<file path="src/rtl/bqf_pkg.sv">
// bqf_pkg: shared constants, register and operand codes, and control
// structs for the biquad filter unit
// no dependencies

package bqf_pkg;

    // width of the two stored feedback nodes
    localparam int DELAY_BITS = 40;

    // configuration register indexes
    localparam int REG_INDEX_BITS = 3;
    localparam logic [REG_INDEX_BITS-1:0] REG_FF_ZERO = 3'd0;
    localparam logic [REG_INDEX_BITS-1:0] REG_FF_ONE  = 3'd1;
    localparam logic [REG_INDEX_BITS-1:0] REG_FF_TWO  = 3'd2;
    localparam logic [REG_INDEX_BITS-1:0] REG_FB_ONE  = 3'd3;
    localparam logic [REG_INDEX_BITS-1:0] REG_FB_TWO  = 3'd4;

    // multiplier operand sources
    localparam logic [1:0] OPND_W1 = 2'd0;
    localparam logic [1:0] OPND_W2 = 2'd1;
    localparam logic [1:0] OPND_W  = 2'd2;

    // sequencer step count
    localparam int STEP_BITS = 4;
    localparam logic [STEP_BITS-1:0] LAST_STEP = 4'd11;

    // control for one multiply-accumulate issue
    typedef struct packed {
        logic issue;
        logic first;
        logic hi;
    } mac_ctrl_t;

    // control from the sequencer to the datapath
    typedef struct packed {
        mac_ctrl_t                 mac;
        logic [REG_INDEX_BITS-1:0] coef_sel;
        logic [1:0]                opnd_sel;
        logic                      w_load;
        logic                      out_load;
    } seq_ctrl_t;

endpackage

</file>
<file path="src/rtl/biquad_iir_filter_unit.sv">
// biquad_iir_filter_unit: top level of the direct-form-II biquad, holding
// coefficients, delays, node and output rounding, and the result register
// depends on bqf_pkg, bqf_mac, bqf_seq

// Each accepted sample is worked through by the sequencer: five coefficient
// products are formed on one shared multiply-accumulate unit, each split into
// an upper and a lower half of the 40-bit delay operand, so ten issues pass
// through the product register and the accumulator before the output is
// rounded and registered in the last step. The input is not ready during the
// run and opens again once the result is loaded, so a new sample is not taken
// until the previous one is worked through. A finished result sits in an
// output register, so the next sample is taken while it waits. If a result is
// still unread when the following one completes, the unit holds until it is
// read. Coefficient requests are taken only while the unit is idle and apply
// from the next sample on; indexes outside the five registers are ignored.

module biquad_iir_filter_unit #(
    parameter int SAMPLE_BITS    = 24,
    parameter int COEF_FRAC_BITS = 16
) (
    input  logic                                  clk,
    input  logic                                  rst_n,
    input  logic                                  in_valid,
    output logic                                  in_ready,
    input  logic signed [SAMPLE_BITS-1:0]         sample_in,
    output logic                                  out_valid,
    input  logic                                  out_ready,
    output logic signed [SAMPLE_BITS-1:0]         sample_out,
    output logic                                  clipped,
    input  logic                                  cfg_valid,
    output logic                                  cfg_ready,
    input  logic [bqf_pkg::REG_INDEX_BITS-1:0]    cfg_index,
    input  logic signed [COEF_FRAC_BITS+1:0]      cfg_data
);

    localparam int DB = bqf_pkg::DELAY_BITS;
    localparam int SB = SAMPLE_BITS;
    localparam int F  = COEF_FRAC_BITS;
    localparam int CW = F + 2;
    localparam int HB = DB / 2;
    localparam int OW = HB + 1;
    localparam int AW = CW + DB + 2;
    localparam int XW = SB + F;
    localparam int FW = AW - F;
    localparam int WW = ((XW > FW) ? XW : FW) + 1;
    localparam int YW = AW - 2 * F;
    localparam int YX = (YW > SB) ? YW : SB;

    localparam logic signed [AW-1:0] W_ROUND = AW'(1) <<< (F - 1);
    localparam logic signed [AW-1:0] Y_ROUND = AW'(1) <<< (2 * F - 1);
    localparam logic signed [CW-1:0] UNITY   = CW'(1) <<< F;

    logic signed [CW-1:0] ff_gain_zero_reg;
    logic signed [CW-1:0] ff_gain_one_reg;
    logic signed [CW-1:0] ff_gain_two_reg;
    logic signed [CW-1:0] fb_gain_one_reg;
    logic signed [CW-1:0] fb_gain_two_reg;

    logic signed [DB-1:0] delay_first_reg;
    logic signed [DB-1:0] delay_second_reg;
    logic signed [DB-1:0] w_reg;
    logic signed [DB-1:0] w_next;
    logic                 hit_w_reg;
    logic                 hit_w_next;
    logic signed [SB-1:0] x_reg;

    logic                 out_valid_reg;
    logic signed [SB-1:0] sample_out_reg;
    logic signed [SB-1:0] sample_out_next;
    logic                 clipped_reg;
    logic                 clipped_next;

    logic                 busy;
    logic                 out_free;
    bqf_pkg::seq_ctrl_t   ctrl;

    logic signed [CW-1:0] coef;
    logic signed [DB-1:0] opnd_full;
    logic signed [OW-1:0] opnd;
    logic signed [AW-1:0] acc;

    logic signed [AW-1:0] acc_w_rnd;
    logic signed [FW-1:0] fb_q;
    logic signed [WW-1:0] w_raw;
    logic                 w_fits;

    logic signed [AW-1:0] acc_y_rnd;
    logic signed [YW-1:0] y_q;
    logic signed [YX-1:0] y_ext;
    logic                 y_fits;

    // handshakes
    assign in_ready  = !busy;
    assign cfg_ready = !busy;
    assign out_free  = !out_valid_reg || out_ready;

    // coefficient registers
    always_ff @(posedge clk or negedge rst_n)
    begin
        if (!rst_n)
        begin
            ff_gain_zero_reg <= UNITY;
            ff_gain_one_reg  <= '0;
            ff_gain_two_reg  <= '0;
            fb_gain_one_reg  <= '0;
            fb_gain_two_reg  <= '0;
        end
        else if (cfg_valid && cfg_ready)
        begin
            case (cfg_index)
                bqf_pkg::REG_FF_ZERO: ff_gain_zero_reg <= cfg_data;
                bqf_pkg::REG_FF_ONE:  ff_gain_one_reg  <= cfg_data;
                bqf_pkg::REG_FF_TWO:  ff_gain_two_reg  <= cfg_data;
                bqf_pkg::REG_FB_ONE:  fb_gain_one_reg  <= cfg_data;
                bqf_pkg::REG_FB_TWO:  fb_gain_two_reg  <= cfg_data;
                default:
                begin
                end
            endcase
        end
    end

    // sample capture
    always_ff @(posedge clk)
    begin
        if (in_valid && in_ready)
        begin
            x_reg <= sample_in;
        end
    end

    bqf_seq u_seq (
        .clk      (clk),
        .rst_n    (rst_n),
        .start    (in_valid),
        .out_free (out_free),
        .busy     (busy),
        .ctrl     (ctrl)
    );

    // coefficient select
    always_comb
    begin
        case (ctrl.coef_sel)
            bqf_pkg::REG_FF_ZERO: coef = ff_gain_zero_reg;
            bqf_pkg::REG_FF_ONE:  coef = ff_gain_one_reg;
            bqf_pkg::REG_FF_TWO:  coef = ff_gain_two_reg;
            bqf_pkg::REG_FB_ONE:  coef = fb_gain_one_reg;
            bqf_pkg::REG_FB_TWO:  coef = fb_gain_two_reg;
            default:              coef = ff_gain_zero_reg;
        endcase
    end

    // operand select and half split
    always_comb
    begin
        case (ctrl.opnd_sel)
            bqf_pkg::OPND_W1: opnd_full = delay_first_reg;
            bqf_pkg::OPND_W2: opnd_full = delay_second_reg;
            bqf_pkg::OPND_W:  opnd_full = w_reg;
            default:          opnd_full = delay_first_reg;
        endcase
    end

    assign opnd = ctrl.mac.hi ? OW'(signed'(opnd_full[DB-1:HB]))
                              : signed'({1'b0, opnd_full[HB-1:0]});

    bqf_mac #(
        .CW    (CW),
        .OW    (OW),
        .AW    (AW),
        .SHIFT (HB)
    ) u_mac (
        .clk   (clk),
        .rst_n (rst_n),
        .ctrl  (ctrl.mac),
        .coef  (coef),
        .opnd  (opnd),
        .acc   (acc)
    );

    // feedback node: x scaled minus rounded feedback sum, clamped
    assign acc_w_rnd = acc + W_ROUND;
    assign fb_q      = acc_w_rnd[AW-1:F];
    assign w_raw     = WW'(signed'({x_reg, {F{1'b0}}})) - WW'(fb_q);
    assign w_fits    = (&w_raw[WW-1:DB-1]) || !(|w_raw[WW-1:DB-1]);

    always_comb
    begin
        hit_w_next = !w_fits;
        if (w_fits)
        begin
            w_next = w_raw[DB-1:0];
        end
        else if (w_raw[WW-1])
        begin
            w_next = {1'b1, {(DB-1){1'b0}}};
        end
        else
        begin
            w_next = {1'b0, {(DB-1){1'b1}}};
        end
    end

    always_ff @(posedge clk)
    begin
        if (ctrl.w_load)
        begin
            w_reg     <= w_next;
            hit_w_reg <= hit_w_next;
        end
    end

    // output: rounded feed-forward sum, clamped
    assign acc_y_rnd = acc + Y_ROUND;
    assign y_q       = acc_y_rnd[AW-1:2*F];
    assign y_ext     = YX'(y_q);
    assign y_fits    = (&y_ext[YX-1:SB-1]) || !(|y_ext[YX-1:SB-1]);

    always_comb
    begin
        clipped_next = hit_w_reg || !y_fits;
        if (y_fits)
        begin
            sample_out_next = y_ext[SB-1:0];
        end
        else if (y_ext[YX-1])
        begin
            sample_out_next = {1'b1, {(SB-1){1'b0}}};
        end
        else
        begin
            sample_out_next = {1'b0, {(SB-1){1'b1}}};
        end
    end

    // delay line shift at the end of each sample
    always_ff @(posedge clk or negedge rst_n)
    begin
        if (!rst_n)
        begin
            delay_first_reg  <= '0;
            delay_second_reg <= '0;
        end
        else if (ctrl.out_load)
        begin
            delay_second_reg <= delay_first_reg;
            delay_first_reg  <= w_reg;
        end
    end

    // result register
    always_ff @(posedge clk or negedge rst_n)
    begin
        if (!rst_n)
        begin
            out_valid_reg <= 1'b0;
        end
        else if (ctrl.out_load)
        begin
            out_valid_reg <= 1'b1;
        end
        else if (out_ready)
        begin
            out_valid_reg <= 1'b0;
        end
    end

    always_ff @(posedge clk)
    begin
        if (ctrl.out_load)
        begin
            sample_out_reg <= sample_out_next;
            clipped_reg    <= clipped_next;
        end
    end

    assign out_valid  = out_valid_reg;
    assign sample_out = sample_out_reg;
    assign clipped    = clipped_reg;

`ifndef SYNTHESIS
    // a request starts a run, so the input closes the next cycle
    assert property (@(posedge clk) disable iff (!rst_n)
        (in_valid && in_ready) |=> !in_ready)
        else $error("input still ready after a request was taken");

    // a result only appears at the end of a run
    assert property (@(posedge clk) disable iff (!rst_n)
        $rose(out_valid) |-> $past(busy))
        else $error("result appeared without a run");

    // delays hold while idle, so configuration cannot disturb them
    assert property (@(posedge clk) disable iff (!rst_n)
        !busy |=> ($stable(delay_first_reg) && $stable(delay_second_reg)))
        else $error("delay changed while idle");
`endif

endmodule

</file>
<file path="src/rtl/bqf_mac.sv">
// bqf_mac: shared multiply-accumulate unit, registered product then
// accumulator, upper operand halves weighted by a shift
// depends on bqf_pkg

module bqf_mac #(
    parameter int CW    = 18,
    parameter int OW    = 21,
    parameter int AW    = 60,
    parameter int SHIFT = 20
) (
    input  logic                    clk,
    input  logic                    rst_n,
    input  bqf_pkg::mac_ctrl_t      ctrl,
    input  logic signed [CW-1:0]    coef,
    input  logic signed [OW-1:0]    opnd,
    output logic signed [AW-1:0]    acc
);

    localparam int PW = CW + OW;

    logic signed [PW-1:0] prod_reg;
    logic signed [PW-1:0] prod_next;
    bqf_pkg::mac_ctrl_t   ctrl_reg;
    logic signed [AW-1:0] acc_reg;
    logic signed [AW-1:0] acc_next;
    logic signed [AW-1:0] term;

    // multiplier stage
    assign prod_next = coef * opnd;

    // control follows the product
    always_ff @(posedge clk or negedge rst_n)
    begin
        if (!rst_n)
        begin
            ctrl_reg <= '0;
        end
        else
        begin
            ctrl_reg <= ctrl;
        end
    end

    always_ff @(posedge clk)
    begin
        prod_reg <= prod_next;
    end

    // weight the product and accumulate
    assign term = ctrl_reg.hi ? (AW'(prod_reg) <<< SHIFT) : AW'(prod_reg);

    always_comb
    begin
        acc_next = acc_reg;
        if (ctrl_reg.issue)
        begin
            if (ctrl_reg.first)
            begin
                acc_next = term;
            end
            else
            begin
                acc_next = acc_reg + term;
            end
        end
    end

    always_ff @(posedge clk)
    begin
        acc_reg <= acc_next;
    end

    assign acc = acc_reg;

endmodule

</file>
<file path="src/rtl/bqf_seq.sv">
// bqf_seq: step sequencer driving the shared multiply-accumulate unit
// over the feedback sum, the output sum and the result hand-off
// depends on bqf_pkg

module bqf_seq (
    input  logic                clk,
    input  logic                rst_n,
    input  logic                start,
    input  logic                out_free,
    output logic                busy,
    output bqf_pkg::seq_ctrl_t  ctrl
);

    localparam logic ST_IDLE = 1'b0;
    localparam logic ST_RUN  = 1'b1;

    logic                          state_reg;
    logic                          state_next;
    logic [bqf_pkg::STEP_BITS-1:0] step_reg;
    logic [bqf_pkg::STEP_BITS-1:0] step_next;
    logic                          at_last;

    assign at_last = (step_reg == bqf_pkg::LAST_STEP);

    // state and step counter
    always_comb
    begin
        state_next = state_reg;
        step_next  = step_reg;
        case (state_reg)
            ST_IDLE:
            begin
                if (start)
                begin
                    state_next = ST_RUN;
                    step_next  = '0;
                end
            end
            ST_RUN:
            begin
                if (at_last)
                begin
                    if (out_free)
                    begin
                        state_next = ST_IDLE;
                    end
                end
                else
                begin
                    step_next = step_reg + 1'b1;
                end
            end
            default:
            begin
                state_next = ST_IDLE;
            end
        endcase
    end

    always_ff @(posedge clk or negedge rst_n)
    begin
        if (!rst_n)
        begin
            state_reg <= ST_IDLE;
            step_reg  <= '0;
        end
        else
        begin
            state_reg <= state_next;
            step_reg  <= step_next;
        end
    end

    assign busy = (state_reg == ST_RUN);

    // step decode: feedback products, then feed-forward products
    always_comb
    begin
        ctrl = '0;
        case (step_reg)
            4'd0:
            begin
                ctrl.mac      = '{issue: 1'b1, first: 1'b1, hi: 1'b1};
                ctrl.coef_sel = bqf_pkg::REG_FB_ONE;
                ctrl.opnd_sel = bqf_pkg::OPND_W1;
            end
            4'd1:
            begin
                ctrl.mac      = '{issue: 1'b1, first: 1'b0, hi: 1'b0};
                ctrl.coef_sel = bqf_pkg::REG_FB_ONE;
                ctrl.opnd_sel = bqf_pkg::OPND_W1;
            end
            4'd2:
            begin
                ctrl.mac      = '{issue: 1'b1, first: 1'b0, hi: 1'b1};
                ctrl.coef_sel = bqf_pkg::REG_FB_TWO;
                ctrl.opnd_sel = bqf_pkg::OPND_W2;
            end
            4'd3:
            begin
                ctrl.mac      = '{issue: 1'b1, first: 1'b0, hi: 1'b0};
                ctrl.coef_sel = bqf_pkg::REG_FB_TWO;
                ctrl.opnd_sel = bqf_pkg::OPND_W2;
            end
            4'd4:
            begin
                ctrl.mac      = '{issue: 1'b1, first: 1'b1, hi: 1'b1};
                ctrl.coef_sel = bqf_pkg::REG_FF_ONE;
                ctrl.opnd_sel = bqf_pkg::OPND_W1;
            end
            4'd5:
            begin
                // feedback sum is complete in the accumulator here
                ctrl.mac      = '{issue: 1'b1, first: 1'b0, hi: 1'b0};
                ctrl.coef_sel = bqf_pkg::REG_FF_ONE;
                ctrl.opnd_sel = bqf_pkg::OPND_W1;
                ctrl.w_load   = 1'b1;
            end
            4'd6:
            begin
                ctrl.mac      = '{issue: 1'b1, first: 1'b0, hi: 1'b1};
                ctrl.coef_sel = bqf_pkg::REG_FF_TWO;
                ctrl.opnd_sel = bqf_pkg::OPND_W2;
            end
            4'd7:
            begin
                ctrl.mac      = '{issue: 1'b1, first: 1'b0, hi: 1'b0};
                ctrl.coef_sel = bqf_pkg::REG_FF_TWO;
                ctrl.opnd_sel = bqf_pkg::OPND_W2;
            end
            4'd8:
            begin
                ctrl.mac      = '{issue: 1'b1, first: 1'b0, hi: 1'b1};
                ctrl.coef_sel = bqf_pkg::REG_FF_ZERO;
                ctrl.opnd_sel = bqf_pkg::OPND_W;
            end
            4'd9:
            begin
                ctrl.mac      = '{issue: 1'b1, first: 1'b0, hi: 1'b0};
                ctrl.coef_sel = bqf_pkg::REG_FF_ZERO;
                ctrl.opnd_sel = bqf_pkg::OPND_W;
            end
            bqf_pkg::LAST_STEP:
            begin
                ctrl.out_load = busy && out_free;
            end
            default:
            begin
                ctrl = '0;
            end
        endcase
        if (!busy)
        begin
            ctrl = '0;
        end
    end

endmodule

</file>
<file path="config.mk">
export PLATFORM = sky130hd
export DESIGN_NAME = biquad_iir_filter_unit
export DESIGN_NICKNAME = d
export VERILOG_FILES = /design/src/rtl/bqf_pkg.sv /design/src/rtl/biquad_iir_filter_unit.sv /design/src/rtl/bqf_mac.sv /design/src/rtl/bqf_seq.sv
export SDC_FILE = /design/constraint.sdc
export NUM_CORES = 2
export LEC_CHECK = 0
export BUFFER_PORTS_ARGS = -buffer_cell sky130_fd_sc_hd__buf_2
export CAP_MARGIN = 20
export CORE_MARGIN = 5
export CORE_UTILIZATION = 25
export DETAILED_ROUTE_END_ITERATION = 8
export SYNTH_ARGS = -nofsm -noshare
export SYNTH_HDL_FRONTEND = slang
export SYNTH_SLANG_ARGS = --single-unit
</file>
<file path="constraint.sdc">
create_clock -name clk -period 10.8 [get_ports clk]
set_input_delay 1.08 -clock clk [delete_from_list [all_inputs] [get_ports clk]]
set_output_delay 1.08 -clock clk [all_outputs]
set_load 0.01 [all_outputs]
</file>
# ---- Word-level counts from Yosys, hierarchy flattened
# Cells that the tools add are included.
dict set report word_totals {
  in_bits 50
  reg_bits 368
  out_inout_bits 28
  elab_cells 97
}
dict set report op_classes {
  n_mul 1
  n_addsub 5
  n_mux 22
  n_reduce_logical 26
  bitwise_logic 1
  eq_ne 22
}
# operator n
set op_table {}
lappend op_table {{$mux W40} 2}
lappend op_table {{$pmux W40 S2} 1}
lappend op_table {{$pmux W8 S10} 1}
lappend op_table {{$pmux W18 S4} 1}
lappend op_table {{$add A60 B17 Y60 const B} 1}
lappend op_table {{$add A60 B33 Y60 const B} 1}
lappend op_table {{$add A60 B59 Y60} 1}
lappend op_table {{$mux W60} 1}
lappend op_table {{$mux W58} 1}
lappend op_table {{$mux W24} 2}
lappend op_table {{$sub A40 B44 Y45} 1}
lappend op_table {{$mul A18 B21 Y39} 1}
lappend op_table {{$mux W21} 1}
lappend op_table {{$eq A4 B3 Y1 const B} 4}
lappend op_table {{$eq A3 B2 Y1 const B} 4}
lappend op_table {{$eq A4 B4 Y1 const B} 3}
lappend op_table {{$reduce_and A2 Y1} 6}
lappend op_table {{$mux W10} 1}
lappend op_table {{$eq A4 B2 Y1 const B} 2}
lappend op_table {{$mux W4} 2}
lappend op_table {{$pmux W4 S2} 1}
lappend op_table {{$mux W1} 7}
lappend op_table {{$eq A3 B1 Y1 const B} 2}
lappend op_table {{$eq A3 B3 Y1 const B} 2}
lappend op_table {{17 further kinds} 28}

# ---- Depth between registers and ports, before layout
dict set report depth {
  depth_word 9
  mapped_depth 39
  depth_no_buf 37
}

# ---- By module
# A second synthesis with hierarchy kept.
dict set report hier_totals {
  cells_unflattened 3775
  area_unflattened_um2 36363.6
}
# module instances seq_area_each_um2 area_per_inst_um2 cells_per_inst
set by_module_without_submodules {}
lappend by_module_without_submodules {bqf_mac 1 2657.5 21239.1 2440}
lappend by_module_without_submodules {biquad_iir_filter_unit 1 6982.9 14656.6 1283}
lappend by_module_without_submodules {bqf_seq 1 125.1 467.9 52}

# ---- Worst setup path after synthesis
# No wires, ideal clock.
dict set report synth_path {
  path_kind {reg2reg}
  startpoint {register u_seq.step_reg[0] (netlist name)}
  endpoint {register u_mac.prod_reg[38]}
  t_arrival_ps 8186
  path_buffers 3
  slack_ps 2493
  period_less_slack_ps 8307
  stages_incl_launch_ff 36
  path_cell_list {dfrtp_1 inv_1 ha_1 nor2_1 nor2_1 or2_2 nand2_1 clkbuf_1 clkbuf_1 nand2_1 a31oi_1 clkbuf_1 nand2_1 fa_1 inv_1 fa_1 inv_1 fa_1 inv_1 fa_1 inv_1 fa_1 inv_1 fa_1 ha_1 a21oi_1 o21bai_1 a21oi_1 o211ai_1 nand2_1 o311a_1 o21bai_1 o221ai_1 o2111ai_1 a21oi_1 xnor2_1}
}
dict set report synth_via {
  elab_chain_len 7
  elab_cells_between_ends 22
  cone_classes {1 x mul; 15 x eq/ne; 5 x mux; 1 x reduce/logical}
}
# item line_no
set synth_rtl {}
lappend synth_rtl {{start: declaration} bqf_seq.sv:19} ;# logic [bqf_pkg::STEP_BITS-1:0] step_reg;
lappend synth_rtl {{start signal: assignment} bqf_seq.sv:70} ;# step_reg <= step_next;
lappend synth_rtl {{$eq A4 B4 Y1, or another cell as far along} bqf_seq.sv:80} ;# case (step_reg)
lappend synth_rtl {{$pmux W8 S10 *} bqf_seq.sv:80}
lappend synth_rtl {{$mux W10 *} bqf_seq.sv:152} ;# if (!busy)
lappend synth_rtl {{$eq A2 B2 Y1 or $eq A2 B1 Y1 (tied branches)} biquad_iir_filter_unit.sv:157} ;# case (ctrl.opnd_sel)
lappend synth_rtl {{$pmux W40 S2} biquad_iir_filter_unit.sv:157}
lappend synth_rtl {{$mux W21} biquad_iir_filter_unit.sv:165} ;# assign opnd = ctrl.mac.hi ? OW'(signed'(opnd_full[DB-1:HB]))
lappend synth_rtl {{$mul A18 B21 Y39 *} bqf_mac.sv:29} ;# assign prod_next = coef * opnd;
lappend synth_rtl {{via u_mac.prod_next[38]} bqf_mac.sv:22} ;# logic signed [PW-1:0] prod_next;
lappend synth_rtl {{end signal: assignment} bqf_mac.sv:46} ;# prod_reg <= prod_next;
lappend synth_rtl {{end: declaration} bqf_mac.sv:21} ;# logic signed [PW-1:0] prod_reg;
# Mark *: on every way through the listed nets, which the timed path passes. The rest lies on a longest branch.
# A chain may end at the register's enable or synchronous reset.

# ---- Worst setup path after layout
# Ends and elaborated chain as after synthesis.

==> impl_results.md <==
- Met3 GRT Util: under 10%
- RePlAce Congestion: 0.869
- Crit end category: flip-flop
- Clock Skews: 34.1 ps
- Yosys reg bits: between 300 and 400
- Initial antenna violation count: 2
- Synthesized cell area: ~0.036 mm²
- Final setup margin: 1170 ps
- Skew-Pair Late Insertion Delay: 590 ps
- Reg2Reg Launch Point: u_seq.step_reg[0]$_DFFE_PN0P_
- Max FO, Critical Path: 58
- Top cell type's share of synthesized area: 21.3%
- DR vias: 27300
- Final setup viols: 0
- Least-Margin Pin Slew: 1150 ps
- Met2 Track Usage GR: 23.2%
- Status: finished clean
- R2r setup slk: 1170 ps
- Largest net degree at the start of global routing: 116
- CTS clk-pin slew, worst paths: 70 ps
- Total gr overflow: 0
- Fmax: 104 MHz
- Seq/Total Area, Yosys: 27.5%
- GRT Max-Usage Layer: met2
- Via density: roughly 4.7
- Worst Hold Class: flip-flop to flip-flop
- Unrepaired setup endpoints after global routing: no
- Ys async rst share: 48.6%
- CTS tree: yes
- Synth top area cells: fa_1 21%, edfxtp_1 13%, dfrtp_1 13%
- Clock tree sinks: 368
- Antenna Nets Post-Route: 0
- Setup Buffers After CTS: 0
- CP Data Required Time: 11270 ps
- DR pass1 iterations: 7
- Hold Path Origin: delay_second_reg[15]$_DFFE_PN0P_
- Syn-to-layout area delta: 11.0%
- Seq. cell area: 0.00977 mm²
- Cells after Synth: 3924
- H-tree depth: 2
- Starting DRT DRC Count: 1857
- Setup crit start kind: flip-flop
- Final net count: around 4500
- Total Negative Setup Slacks: 0 ps
- Commonest cells in the synthesized netlist: 849 x nand2_1, 484 x inv_1, 378 x fa_1, 201 x nor2_1, 195 x ha_1
- Ys flop type: dfrtp_1
- Total track usage: about an eighth
- Dpl hpwl: 77.6 mm
- Row count: between 100 and 150
- Slowest stage delay, CP: 910 ps
- Post-cts sizing count: 0
- Final core utilization: 27.9%
- CP Class: flip-flop to flip-flop
- # DRC: 0
- CP startpoint: u_seq.step_reg[0]$_DFFE_PN0P_
- Post-synth net total: 4547
- Vias in the first global route: 27828
- Slew Limit Headroom: 23.0%
- First-pass GRT wire length: roughly 160 mm
- Number of enable flip-flop cells after synthesis: 150
- Final Cycle Share: roughly nine tenths
- Synthesized area per cell: 9.06 µm²
- N_diodes: 0
- Placed Area: 0.0381 mm²
- Initial core utilization: 25.1%
- Layout cells sized above 1: 9.41%
- Post-CTS Hold Buffers: 0
- Crit path max-delay cell type: a31oi_2
- Core ar.: roughly 0.14 mm²
- Synth Warn #: 0
- IO buf count: 77
- Arr. time, crit path: around 10000 ps
- Yosys top cell by area: fa_1
- Filler cells: 14948
- Multi-input logic area: around 0.023 mm²
- Met1 Usage GRT: between 10% and 20%
- Die X: 387 µm
- Die Area: 0.150 mm²
- Final slew viol count: 0
- Die Ht: about 390 µm
- Max Root-Sink Buffers: 3
- # IOs: 78
- CTS root buf: clkbuf_16
- Routed wire length: roughly 100 mm
- DR WL/cell: between 15 and 20 µm
- Most numerous cell in the Yosys netlist: nand2_1
- Synth cell types: 91
- CTS Buf Count: 40
- Max reg flops: 60
- Post-layout min period: 9630 ps
- Endpoints failing hold: 0
- Cell area after layout: 0.0394 mm²
- Pre-CTS WS: roughly 1200 ps
- # Max-Cap Violations: 0
per-stage QoR:
| step | std cells | hold WS, ps |
|---|---|---|
| after floorplan | 3924 | 441 |
| after global placement | 5759 | 457 |
| after detailed placement | 5760 | 463 |
| after CTS | 5832 | 478 |
| after global routing | 5833 | 506 |
| final | 5833 | 474 |
path summary, 6_finish.rpt:
| check | endpoint | cells after the start |
|---|---|---|
| min in group asynchronous | delay_first_reg[8]$_DFFE_PN0P_ | 1 |
| worst min-delay path | delay_second_reg[15]$_DFFE_PN0P_ | 2 |
| worst min register to register | delay_second_reg[15]$_DFFE_PN0P_ | 2 |
| max in group asynchronous | u_mac.ctrl_reg[0]$_DFF_PN0_ | 2 |
| worst max register to register | u_mac.prod_reg[38]$_DFF_P_ | 34 |
| worst max-delay path | u_mac.prod_reg[38]$_DFF_P_ | 34 |
area by class of cell:
class	count	area share (%)
multi-input cells	2888	59.2
flip-flops and latches	368	24.8
well taps	1890	6.00
inverters	487	4.64
clock buffers	53	2.90
repair buffers	128	2.00
clock inverters	19	0.514
critical path: cells and delay by family, from the launching register on:
family | cells | cell delay (ps)
AOI/OAI and AO/OA | 8 | 2330
adders and majority gates | 8 | 3800
xor gates and xnor gates | 1 | 130
DFF | 1 | 390
and+or+nand+nor | 10 | 1930
buffers and inverters | 7 | 940
metal layers:
metal	up-vias	share of wire [%]	wire, µm
li1	12789	-	-
met1	13767	42	42100
met2	600	50	49600
met3	144	4.0	4040
met4	0	4.1	4050
met5	-	0	0
layout by cell type (no fill, tap or decap), types with 49 or more instances in the layout:
master and instances:
ha_1 194, and2_1 66, mux2_2 119, o21ai_0 106, inv_1 484, a21o_1 84, buf_4 49, dfrtp_1 175
a21oi_1 170, fa_1 378, nor2_1 200, nand2_1 848, buf_2 76, xor2_1 78, xnor2_1 124, edfxtp_1 150
kinds of logic after synthesis:
family,share of synthesized area [%]
AO/OA/AOI/OAI,10.6
XOR/XNOR,5.02
adder cells (fa/ha/maj),28.2
buffers and inverters,7.19
flip-flops,27.5
multiplexers,4.42
AND/OR/NAND/NOR,17.1
Power is not shown: default switching activity piles up to over one toggle a cycle in this logic, so the estimate is an artifact.
